<file path="config.mk">
export PLATFORM = sky130hd
export DESIGN_NAME = chip8_instruction_execute_core
export DESIGN_NICKNAME = d
export VERILOG_FILES = /design/src/c8x_pkg.sv /design/src/c8x_regfile.sv /design/src/c8x_exec.sv /design/src/chip8_instruction_execute_core.sv
export SDC_FILE = /design/constraint.sdc
export NUM_CORES = 1
export LEC_CHECK = 0
export ABC_AREA = 1
export ABC_CLOCK_PERIOD_IN_PS = 4690
export BUFFER_PORTS_ARGS = -buffer_cell sky130_fd_sc_hd__buf_2
export CAP_MARGIN = 20
export CORE_UTILIZATION = 50
export CTS_CLUSTER_SIZE = 8
export DETAILED_ROUTE_END_ITERATION = 10
export PLACE_DENSITY = 0.68
export REMOVE_ABC_BUFFERS = 1
export SLEW_MARGIN = 0
export SYNTH_ARGS = -nofsm -noshare
export SYNTH_HDL_FRONTEND = slang
export SYNTH_SLANG_ARGS = --single-unit
</file>
<file path="constraint.sdc">
create_clock -name clk -period 4.69 [get_ports clk]
set_input_delay 0.469 -clock clk [delete_from_list [all_inputs] [get_ports clk]]
set_output_delay 0.469 -clock clk [all_outputs]
set_load 0.01 [all_outputs]
</file>
<file path="src/c8x_pkg.sv">
// Shared types and constants for the CHIP-8 execute core.
package c8x_pkg;

	localparam int PC_W   = 12;
	localparam int REG_W  = 8;
	localparam int IDX_W  = 4;
	localparam int I_W    = 16;
	localparam int NREGS  = 16;

	localparam logic [PC_W-1:0]  PC_RESET = 12'h200;
	localparam logic [IDX_W-1:0] FLAG_IDX = 4'hF;
	localparam logic [IDX_W-1:0] V0_IDX   = 4'h0;

	localparam logic STATUS_OK          = 1'b0;
	localparam logic STATUS_UNSUPPORTED = 1'b1;

	// top nibble of the opcode word
	typedef enum logic [3:0] {
		OP_SYS     = 4'h0,
		OP_JP      = 4'h1,
		OP_CALL    = 4'h2,
		OP_SE_IMM  = 4'h3,
		OP_SNE_IMM = 4'h4,
		OP_SE_REG  = 4'h5,
		OP_LD_IMM  = 4'h6,
		OP_ADD_IMM = 4'h7,
		OP_ALU     = 4'h8,
		OP_SNE_REG = 4'h9,
		OP_LD_I    = 4'hA,
		OP_JP_V0   = 4'hB,
		OP_RND     = 4'hC,
		OP_DRW     = 4'hD,
		OP_SKP     = 4'hE,
		OP_MISC    = 4'hF
	} opcode_t;

	// 8XYn sub-operations
	localparam logic [3:0] ALU_MOV  = 4'h0;
	localparam logic [3:0] ALU_OR   = 4'h1;
	localparam logic [3:0] ALU_AND  = 4'h2;
	localparam logic [3:0] ALU_XOR  = 4'h3;
	localparam logic [3:0] ALU_ADD  = 4'h4;
	localparam logic [3:0] ALU_SUB  = 4'h5;
	localparam logic [3:0] ALU_SHR  = 4'h6;
	localparam logic [3:0] ALU_SUBN = 4'h7;
	localparam logic [3:0] ALU_SHL  = 4'hE;

	// FXkk sub-operations handled here
	localparam logic [7:0] MISC_LD_VX_DT = 8'h07;
	localparam logic [7:0] MISC_LD_DT_VX = 8'h15;
	localparam logic [7:0] MISC_LD_ST_VX = 8'h18;
	localparam logic [7:0] MISC_ADD_I_VX = 8'h1E;

	// register file write request
	typedef struct packed {
		logic             en;
		logic [IDX_W-1:0] addr;
		logic [REG_W-1:0] data;
	} rf_wr_t;

	// machine state seen by the execute logic
	typedef struct packed {
		logic [PC_W-1:0]  pc;
		logic [I_W-1:0]   i;
		logic [REG_W-1:0] dt;
		logic [REG_W-1:0] st;
		logic [REG_W-1:0] vf;
	} mach_state_t;

	// execute outcome: next state plus reporting fields
	typedef struct packed {
		mach_state_t      nxt;
		logic             status;
		logic             dest_written;
		logic [IDX_W-1:0] dest_index;
		logic [REG_W-1:0] dest_value;
		rf_wr_t           rf_wr;
	} exec_res_t;

endpackage

</file>
<file path="src/c8x_regfile.sv">
// V0..VF storage: synchronous 16x8 memory, two registered read ports, one write port.
module c8x_regfile (
	input  logic                            clk,
	input  logic                            arst_n,
	input  logic                            rd_en,
	input  logic [c8x_pkg::IDX_W-1:0]       rd_addr_a,
	input  logic [c8x_pkg::IDX_W-1:0]       rd_addr_b,
	output logic [c8x_pkg::REG_W-1:0]       rd_data_a,
	output logic [c8x_pkg::REG_W-1:0]       rd_data_b,
	input  c8x_pkg::rf_wr_t                 wr
);

	logic [c8x_pkg::REG_W-1:0] mem [c8x_pkg::NREGS];
	logic [c8x_pkg::NREGS-1:0] valid_q;
	logic [c8x_pkg::REG_W-1:0] rd_a_q;
	logic [c8x_pkg::REG_W-1:0] rd_b_q;

	// entries read as zero until first written
	always_ff @(posedge clk or negedge arst_n) begin
		if (!arst_n) begin
			valid_q <= '0;
		end else if (wr.en) begin
			valid_q[wr.addr] <= 1'b1;
		end
	end

	always_ff @(posedge clk) begin
		if (wr.en) begin
			mem[wr.addr] <= wr.data;
		end
	end

	// read-before-write: a same-edge write is not visible here
	always_ff @(posedge clk) begin
		if (rd_en) begin
			rd_a_q <= valid_q[rd_addr_a] ? mem[rd_addr_a] : '0;
			rd_b_q <= valid_q[rd_addr_b] ? mem[rd_addr_b] : '0;
		end
	end

	assign rd_data_a = rd_a_q;
	assign rd_data_b = rd_b_q;

endmodule

</file>
<file path="src/c8x_exec.sv">
// Instruction decode and execute: operands and state in, next state and result out.
module c8x_exec (
	input  logic [15:0]                 instruction,
	input  logic [c8x_pkg::REG_W-1:0]   random_byte,
	input  logic [c8x_pkg::REG_W-1:0]   vx,
	input  logic [c8x_pkg::REG_W-1:0]   vy,     // V0 for BNNN
	input  c8x_pkg::mach_state_t        cur,
	output c8x_pkg::exec_res_t          res
);

	logic [c8x_pkg::IDX_W-1:0] x;
	logic [3:0]                n;
	logic [7:0]                kk;
	logic [c8x_pkg::PC_W-1:0]  nnn;
	logic [c8x_pkg::PC_W-1:0]  pc_next;
	logic [c8x_pkg::PC_W-1:0]  pc_skip;
	logic [c8x_pkg::REG_W:0]   sum;

	assign x       = instruction[11:8];
	assign n       = instruction[3:0];
	assign kk      = instruction[7:0];
	assign nnn     = instruction[11:0];
	assign pc_next = cur.pc + 12'd2;
	assign pc_skip = cur.pc + 12'd4;
	assign sum     = {1'b0, vx} + {1'b0, vy};

	always_comb begin
		logic                      bad;
		logic                      wr;
		logic                      wflag;
		logic [c8x_pkg::REG_W-1:0] val;
		logic [c8x_pkg::REG_W-1:0] flag;
		logic [c8x_pkg::PC_W-1:0]  npc;
		c8x_pkg::mach_state_t      nxt;

		bad   = 1'b0;
		wr    = 1'b0;
		wflag = 1'b0;
		val   = '0;
		flag  = '0;
		npc   = pc_next;
		nxt   = cur;

		case (c8x_pkg::opcode_t'(instruction[15:12]))
			c8x_pkg::OP_JP: begin
				npc = nnn;
			end
			c8x_pkg::OP_SE_IMM: begin
				if (vx == kk) npc = pc_skip;
			end
			c8x_pkg::OP_SNE_IMM: begin
				if (vx != kk) npc = pc_skip;
			end
			c8x_pkg::OP_SE_REG: begin
				if (n != 4'h0) bad = 1'b1;
				else if (vx == vy) npc = pc_skip;
			end
			c8x_pkg::OP_SNE_REG: begin
				if (n != 4'h0) bad = 1'b1;
				else if (vx != vy) npc = pc_skip;
			end
			c8x_pkg::OP_LD_IMM: begin
				wr  = 1'b1;
				val = kk;
			end
			c8x_pkg::OP_ADD_IMM: begin
				wr  = 1'b1;
				val = vx + kk;
			end
			c8x_pkg::OP_ALU: begin
				wr = 1'b1;
				case (n)
					c8x_pkg::ALU_MOV: val = vy;
					c8x_pkg::ALU_OR:  val = vx | vy;
					c8x_pkg::ALU_AND: val = vx & vy;
					c8x_pkg::ALU_XOR: val = vx ^ vy;
					c8x_pkg::ALU_ADD: begin
						val   = sum[c8x_pkg::REG_W-1:0];
						flag  = {7'd0, sum[c8x_pkg::REG_W]};
						wflag = 1'b1;
					end
					c8x_pkg::ALU_SUB: begin
						val   = vx - vy;
						flag  = {7'd0, (vx >= vy)};
						wflag = 1'b1;
					end
					c8x_pkg::ALU_SHR: begin
						val   = {1'b0, vx[7:1]};
						flag  = {7'd0, vx[0]};
						wflag = 1'b1;
					end
					c8x_pkg::ALU_SUBN: begin
						val   = vy - vx;
						flag  = {7'd0, (vy >= vx)};
						wflag = 1'b1;
					end
					c8x_pkg::ALU_SHL: begin
						val   = {vx[6:0], 1'b0};
						flag  = {7'd0, vx[7]};
						wflag = 1'b1;
					end
					default: begin
						bad = 1'b1;
						wr  = 1'b0;
					end
				endcase
			end
			c8x_pkg::OP_LD_I: begin
				nxt.i = {4'd0, nnn};
			end
			c8x_pkg::OP_JP_V0: begin
				npc = nnn + {4'd0, vy};
			end
			c8x_pkg::OP_RND: begin
				wr  = 1'b1;
				val = random_byte & kk;
			end
			c8x_pkg::OP_MISC: begin
				case (kk)
					c8x_pkg::MISC_LD_VX_DT: begin
						wr  = 1'b1;
						val = cur.dt;
					end
					c8x_pkg::MISC_LD_DT_VX: nxt.dt = vx;
					c8x_pkg::MISC_LD_ST_VX: nxt.st = vx;
					c8x_pkg::MISC_ADD_I_VX: nxt.i  = cur.i + {8'd0, vx};
					default:                bad    = 1'b1;
				endcase
			end
			default: begin
				bad = 1'b1;
			end
		endcase

		// flag write lands after the Vx write, so it wins on VF
		if (wr && x == c8x_pkg::FLAG_IDX) nxt.vf = val;
		if (wflag) nxt.vf = flag;
		nxt.pc = npc;

		if (bad) begin
			res.nxt          = cur;
			res.status       = c8x_pkg::STATUS_UNSUPPORTED;
			res.dest_written = 1'b0;
			res.dest_index   = '0;
			res.dest_value   = '0;
			res.rf_wr        = '0;
		end else begin
			res.nxt          = nxt;
			res.status       = c8x_pkg::STATUS_OK;
			res.dest_written = wr;
			res.dest_index   = wr ? x : '0;
			res.dest_value   = wr ? ((x == c8x_pkg::FLAG_IDX) ? nxt.vf : val) : '0;
			res.rf_wr.en     = wr && (x != c8x_pkg::FLAG_IDX);
			res.rf_wr.addr   = x;
			res.rf_wr.data   = val;
		end
	end

endmodule

</file>
<file path="src/chip8_instruction_execute_core.sv">
// CHIP-8 execute core top level: operand read stage, execute/writeback stage, output register.
//
//  channel | dir | signals                        | transaction
//  --------+-----+--------------------------------+-----------------------------------------
//  s_*     | in  | s_tvalid s_tready s_tdata[23:0]| one opcode word plus random byte
//  m_*     | out | m_tvalid m_tready m_tdata[71:0]| one execute result; tuser = status
//          |     | m_tuser[0]                     |
//
// The register file is a synchronous memory read at accept, and execute plus writeback
// happen in the following stage, where the output register is loaded; one instruction per
// cycle sustained while m_tready is held high.
// A write from the previous instruction is forwarded to the next one's operands.
// VF, pc, I and the timers live in flip-flops and are updated at writeback.
// Reset: asynchronous, clears state to pc 0x200 and everything else zero; no clearing pass.
// Stalls: m_tready low holds the result; the execute stage then holds, and s_tready drops
// only when both the execute stage and the output register are occupied.
module chip8_instruction_execute_core (
	input  logic        clk,
	input  logic        arst_n,
	input  logic        s_tvalid,
	output logic        s_tready,
	input  logic [23:0] s_tdata,   // [15:0] instruction, [23:16] random_byte
	output logic        m_tvalid,
	input  logic        m_tready,
	output logic [71:0] m_tdata,   // [11:0] next_pc, [12] dest_written, [16:13] dest_index,
	                               // [24:17] dest_value, [32:25] flag_value,
	                               // [48:33] index_value, [56:49] delay_value,
	                               // [64:57] sound_value, [71:65] zero
	output logic [0:0]  m_tuser    // [0] status
);

	logic                            s_fire;
	logic                            s1_fire;
	logic                            out_free;

	// stage 1: operands coming out of the register file
	logic                            s1_valid_q;
	logic [15:0]                     instr_s1;
	logic [c8x_pkg::REG_W-1:0]       rnd_s1;

	// architectural state kept in flops
	c8x_pkg::mach_state_t            state_q;

	// last register file write, for operand bypass
	logic                            fwd_valid_q;
	logic [c8x_pkg::IDX_W-1:0]       fwd_idx_q;
	logic [c8x_pkg::REG_W-1:0]       fwd_data_q;

	logic [c8x_pkg::IDX_W-1:0]       rd_addr_b;
	logic [c8x_pkg::REG_W-1:0]       rd_data_a;
	logic [c8x_pkg::REG_W-1:0]       rd_data_b;
	logic [c8x_pkg::IDX_W-1:0]       x_s1;
	logic [c8x_pkg::IDX_W-1:0]       b_idx_s1;
	logic [c8x_pkg::REG_W-1:0]       vx_s1;
	logic [c8x_pkg::REG_W-1:0]       vb_s1;
	c8x_pkg::exec_res_t              res_s1;
	c8x_pkg::rf_wr_t                 rf_wr;

	// output register
	logic                            m_valid_q;
	logic [71:0]                     m_data_q;
	logic                            m_user_q;

	assign out_free = !m_valid_q || m_tready;
	assign s1_fire  = s1_valid_q && out_free;
	assign s_tready = !s1_valid_q || out_free;
	assign s_fire   = s_tvalid && s_tready;

	// BNNN needs V0 rather than Vy; port B serves both
	assign rd_addr_b = (c8x_pkg::opcode_t'(s_tdata[15:12]) == c8x_pkg::OP_JP_V0) ?
	                   c8x_pkg::V0_IDX : s_tdata[7:4];

	assign rf_wr.en   = s1_fire && res_s1.rf_wr.en;
	assign rf_wr.addr = res_s1.rf_wr.addr;
	assign rf_wr.data = res_s1.rf_wr.data;

	c8x_regfile u_regfile (
		.clk       (clk),
		.arst_n    (arst_n),
		.rd_en     (s_fire),
		.rd_addr_a (s_tdata[11:8]),
		.rd_addr_b (rd_addr_b),
		.rd_data_a (rd_data_a),
		.rd_data_b (rd_data_b),
		.wr        (rf_wr)
	);

	always_ff @(posedge clk or negedge arst_n) begin
		if (!arst_n) begin
			s1_valid_q <= 1'b0;
		end else if (s_tready) begin
			s1_valid_q <= s_tvalid;
		end
	end

	always_ff @(posedge clk) begin
		if (s_fire) begin
			instr_s1 <= s_tdata[15:0];
			rnd_s1   <= s_tdata[23:16];
		end
	end

	// operand select: VF from its flop, otherwise bypass the last write over memory data
	assign x_s1     = instr_s1[11:8];
	assign b_idx_s1 = (c8x_pkg::opcode_t'(instr_s1[15:12]) == c8x_pkg::OP_JP_V0) ?
	                  c8x_pkg::V0_IDX : instr_s1[7:4];

	always_comb begin
		if (x_s1 == c8x_pkg::FLAG_IDX) vx_s1 = state_q.vf;
		else if (fwd_valid_q && fwd_idx_q == x_s1) vx_s1 = fwd_data_q;
		else vx_s1 = rd_data_a;

		if (b_idx_s1 == c8x_pkg::FLAG_IDX) vb_s1 = state_q.vf;
		else if (fwd_valid_q && fwd_idx_q == b_idx_s1) vb_s1 = fwd_data_q;
		else vb_s1 = rd_data_b;
	end

	c8x_exec u_exec (
		.instruction (instr_s1),
		.random_byte (rnd_s1),
		.vx          (vx_s1),
		.vy          (vb_s1),
		.cur         (state_q),
		.res         (res_s1)
	);

	always_ff @(posedge clk or negedge arst_n) begin
		if (!arst_n) begin
			state_q.pc  <= c8x_pkg::PC_RESET;
			state_q.i   <= '0;
			state_q.dt  <= '0;
			state_q.st  <= '0;
			state_q.vf  <= '0;
			fwd_valid_q <= 1'b0;
			fwd_idx_q   <= '0;
			fwd_data_q  <= '0;
		end else if (s1_fire) begin
			state_q <= res_s1.nxt;
			if (res_s1.rf_wr.en) begin
				fwd_valid_q <= 1'b1;
				fwd_idx_q   <= res_s1.rf_wr.addr;
				fwd_data_q  <= res_s1.rf_wr.data;
			end
		end
	end

	always_ff @(posedge clk or negedge arst_n) begin
		if (!arst_n) begin
			m_valid_q <= 1'b0;
		end else if (out_free) begin
			m_valid_q <= s1_valid_q;
		end
	end

	always_ff @(posedge clk) begin
		if (s1_fire) begin
			m_data_q <= {7'd0,
			             res_s1.nxt.st,
			             res_s1.nxt.dt,
			             res_s1.nxt.i,
			             res_s1.nxt.vf,
			             res_s1.dest_value,
			             res_s1.dest_index,
			             res_s1.dest_written,
			             res_s1.nxt.pc};
			m_user_q <= res_s1.status;
		end
	end

	assign m_tvalid   = m_valid_q;
	assign m_tdata    = m_data_q;
	assign m_tuser[0] = m_user_q;

endmodule

</file>
==> metrics.txt <==
CP max FO=13; Yosys cell types=61; internal power=6.36 mW; critical-path cell list=nand4_1, buf_4, inv_1, nand2_1, nand2_2, ha_1, nor2_1, inv_1, nor2_4, nand4_2, buf_4, nand2_2, inv_2, o21ai_0, a21oi_1, nor3_1, nand3_1, nand2_1, nand2_1; Post-DRT Antenna Nets=0; initial antenna violation count=0; Ports=103; worst slew pin tran=1.04 ns; max frequency=227 MHz; power density over cell area=459 nW/µm²; Initial Util=0.508; Static Leakage=9.52 nW; Hold Vio Cnt, Final=0; GPL Wtd Cong=1.01; met1 Use GR=0.401; Worst EP arrival=4.74 ns; Post-synth top flop=edfxtp_1; post-route DRC violation count=0; number of global-route vias before repair=16.4k; Core Area=37700 µm²; Tmin final=4.41 ns; final setup violation count=0; clock transition at the registers of the reported paths=0.06 ns; clock power share=0.306; Post-synth EDFFs=234; switching pwr=3.71 mW; post-synth design cell area=19100 µm²; final instance area=21900 µm²; CTS tree=done; top cell family by delay on the critical path=simple AND/OR/NAND/NOR gates; row cnt=71; multi-input logic area=8640 µm²; filler cell count=3398; clk buf depth=3; cell mode on critical path=nand2_1; initial drt markers=1871; layout cells sized above 1=0.137; Sw Share=0.369; Area after DPL=20500 µm²; wire per inst=20.5 µm; Worst EP required=5.02 ns; via/cell ratio=5.84; Critical Path Max Stage Delay=0.53 ns; post-synthesis register bit count=317; kind of critical path=flop to flop; GR Util All Layers=0.312; Setup WS post-layout=0.278 ns; Num CTS Buffers=45; Worst path slowest cell=edfxtp_1; final core utilization=0.583; crit end category=flop; ant diodes=0; met3 Use GR=0.0480; clock skew=0.0128 ns; Reg power frac=0.374; htree depth=2; first-pass GRT wire length=92.6 mm; most used routing layer=met2; Max transition margin=0.307; largest net degree at the start of global routing=92; Crit path buffers/inverters=5; WL final=61.1 mm; unrepaired setup endpoints after global routing=no; Layout area overhead=14.7%; status=finished clean; MaxCap Viol Count=0; CTS Sinks=317; GRT overflow=0; Tot Pwr=10.1 mW; CTS root buf=clkbuf_16; Die Footprint=39100 µm²; Pre-antenna DRT Iters=6; VDD IR max=447 µV; DP Worst Slack=0.0500 ns; Post-Syn Instances=2292; grt met2 use=0.512; class of the worst hold path=input port to flop; Yosys warning count=0; crit share post-route=0.941; port bufs=95; clk_lat worst skew=0.59 ns; Mean Syn Cell Area=8.35 µm²; Comb pwr share=0.321; die width=198 µm; routed vias=17.4k; Storage cell area=9100 µm²; detailed placement HPWL=42.8 mm; final net count=2528; Synth async-reset ratio=0.262; max-slew violations=0; die span in y=198 µm; register area share after synthesis=0.476; CP startpoint kind=flop
## cells in the mapped netlist (4+ instances only)
cell / number / share of area
a211oi_1: 6 / 0.0024
buf_2: 10 / 0.0026
nand3_2: 4 / 0.0021
buf_4: 18 / 0.0071
o221ai_1: 38 / 0.017
dfrtp_1: 82 / 0.11
nor3_1: 15 / 0.0039
o21ai_0: 246 / 0.064
buf_1: 7 / 0.0014
clkinv_1: 9 / 0.0018
nand2_2: 9 / 0.0029
xnor2_1: 6 / 0.0027
nor2_1: 242 / 0.047
nand3_1: 125 / 0.033
o32ai_1: 11 / 0.0050
inv_1: 229 / 0.045
mux2i_1: 11 / 0.0058
xor2_1: 20 / 0.0092
edfxtp_1: 234 / 0.37
or2_2: 6 / 0.0020
a21oi_1: 102 / 0.027
o21ai_1: 31 / 0.0081
ha_1: 57 / 0.037
or2_1: 5 / 0.0016
inv_2: 28 / 0.0055
clkbuf_1: 65 / 0.013
nor2_2: 10 / 0.0033
nand2_1: 487 / 0.096
o211ai_1: 39 / 0.015
o22ai_1: 40 / 0.013
fa_1: 6 / 0.0063
a221oi_1: 4 / 0.0018
nand4_1: 28 / 0.0092
o21ai_2: 15 / 0.0069
nor2_4: 4 / 0.0024
## power groups by stage
stage	clock [mW]	combinational (mW)	sequential (mW)
after global placement	0	3.09	3.80
after detailed placement	0	3.13	3.81
after floorplan	0	2.05	3.80
after CTS	3.12	3.15	3.76
after global routing	3.22	3.58	3.80
final	3.08	3.23	3.76
## cells by family after synthesis
group | count (synthesis) | synth area share
AO/OA/AOI/OAI | 550 | 0.169
XOR/XNOR | 26 | 0.0119
adder cells (fa/ha/maj) | 63 | 0.0435
buffers and inverters | 370 | 0.0780
flip-flops | 317 | 0.476
multiplexers | 11 | 0.00575
other | 1 | 0.000196
AND/OR/NAND/NOR | 954 | 0.216
## layout make-up
| cell class | instances | share of cell area |
|---|---|---|
| clock buffer | 80 | 0.0577 |
| clock inverter | 3 | 0.00314 |
| inverter | 266 | 0.0458 |
| tap | 511 | 0.0291 |
| timing repair buffer | 188 | 0.0560 |
| multi-input combinational | 1619 | 0.393 |
| sequential | 317 | 0.415 |
## worst reg2reg max path, stage by stage, from the launching register on
cell	delay, ns
edfxtp_1	0.53
nand4_1	0.45
buf_4	0.36
inv_1	0.28
nand2_1	0.18
nand2_2	0.23
ha_1	0.29
nor2_1	0.26
inv_1	0.12
nor2_4	0.14
nand4_2	0.13
buf_4	0.21
nand2_2	0.16
inv_2	0.11
o21ai_0	0.16
a21oi_1	0.06
nor3_1	0.24
nand3_1	0.12
nand2_1	0.07
nand2_1	0.06
## layout by cell type, fill, tap and decap left out, types with 5 or more instances in the layout
cell / netlist / final
nand2_1: 487 / 483
o21ai_0: 246 / 244
nor2_1: 242 / 241
edfxtp_1: 234 / 234
inv_1: 229 / 227
nand3_1: 125 / 125
a21oi_1: 102 / 102
buf_2: 10 / 94
buf_4: 18 / 89
dfrtp_1: 82 / 82
ha_1: 57 / 57
clkbuf_16: 0 / 45
o22ai_1: 40 / 40
o211ai_1: 39 / 39
o221ai_1: 38 / 38
clkbuf_1: 65 / 34
o21ai_1: 31 / 32
inv_2: 28 / 29
nand4_1: 28 / 28
xor2_1: 20 / 20
o21ai_2: 15 / 16
nor3_1: 15 / 15
conb_1: 1 / 15
nand2_2: 9 / 13
o32ai_1: 11 / 11
mux2i_1: 11 / 11
nor2_2: 10 / 8
clkinv_1: 9 / 8
nor2_4: 4 / 7
xnor2_1: 6 / 6
or2_2: 6 / 6
a211oi_1: 6 / 6
fa_1: 6 / 6
or2_1: 5 / 5
## worst paths after layout
kind	to	cells after the start	slack (ns)	start
setup / recovery	m_tdata[5]	19	0.28	instr_s1[10]
hold / removal	rnd_s1[4]	1	0.05	s_tdata[20]
setup reg to reg	m_tdata[5]	19	0.28	instr_s1[10]
hold reg to reg	u_regfile.valid_q[15]	0	0.41	u_regfile.valid_q[15]
max in group asynchronous	state_q[20]	3	3.21	arst_n
min in group asynchronous	state_q[40]	2	0.51	arst_n
## per-stage QoR
step	setup TNS (ns)	cells	hold WS (ns)
3_3_place_gp	0	2894	0.389
3_5_place_dp	0	2894	0.399
2_1_floorplan	-6.91	2202	0.173
6_report	0	2984	0.0532
4_1_cts	0	2978	0.0369
5_1_grt	0	2984	0.0384
## per-layer routing
metal / share of wire / vias up
met1: 0.40 / 8238
met4: 0.045 / 0
met2: 0.47 / 873
met5: 0 / -
li1: - / 8142
met3: 0.080 / 177
## repair_timing
action                                  CTS  global route
hold buffers                              1             0
gates resized for setup                   0            12
endpoints found under the setup margin    0           135
endpoints found under the hold margin    49             0
buffers inserted                          0             5
## registers in the layout (all words and copies together) (netlist names)
signal / flops
instr_s1: 16
fwd_idx_q: 4
u_regfile.valid_q: 16
u_regfile.mem: 128
rnd_s1: 8
fwd_valid_q: 1
u_regfile.rd_data_a: 8
m_tdata: 65
u_regfile.rd_data_b: 8
s1_valid_q: 1
m_tvalid: 1
fwd_data_q: 8
state_q: 52
m_tuser: 1
Power figures use the tool's default switching activity.
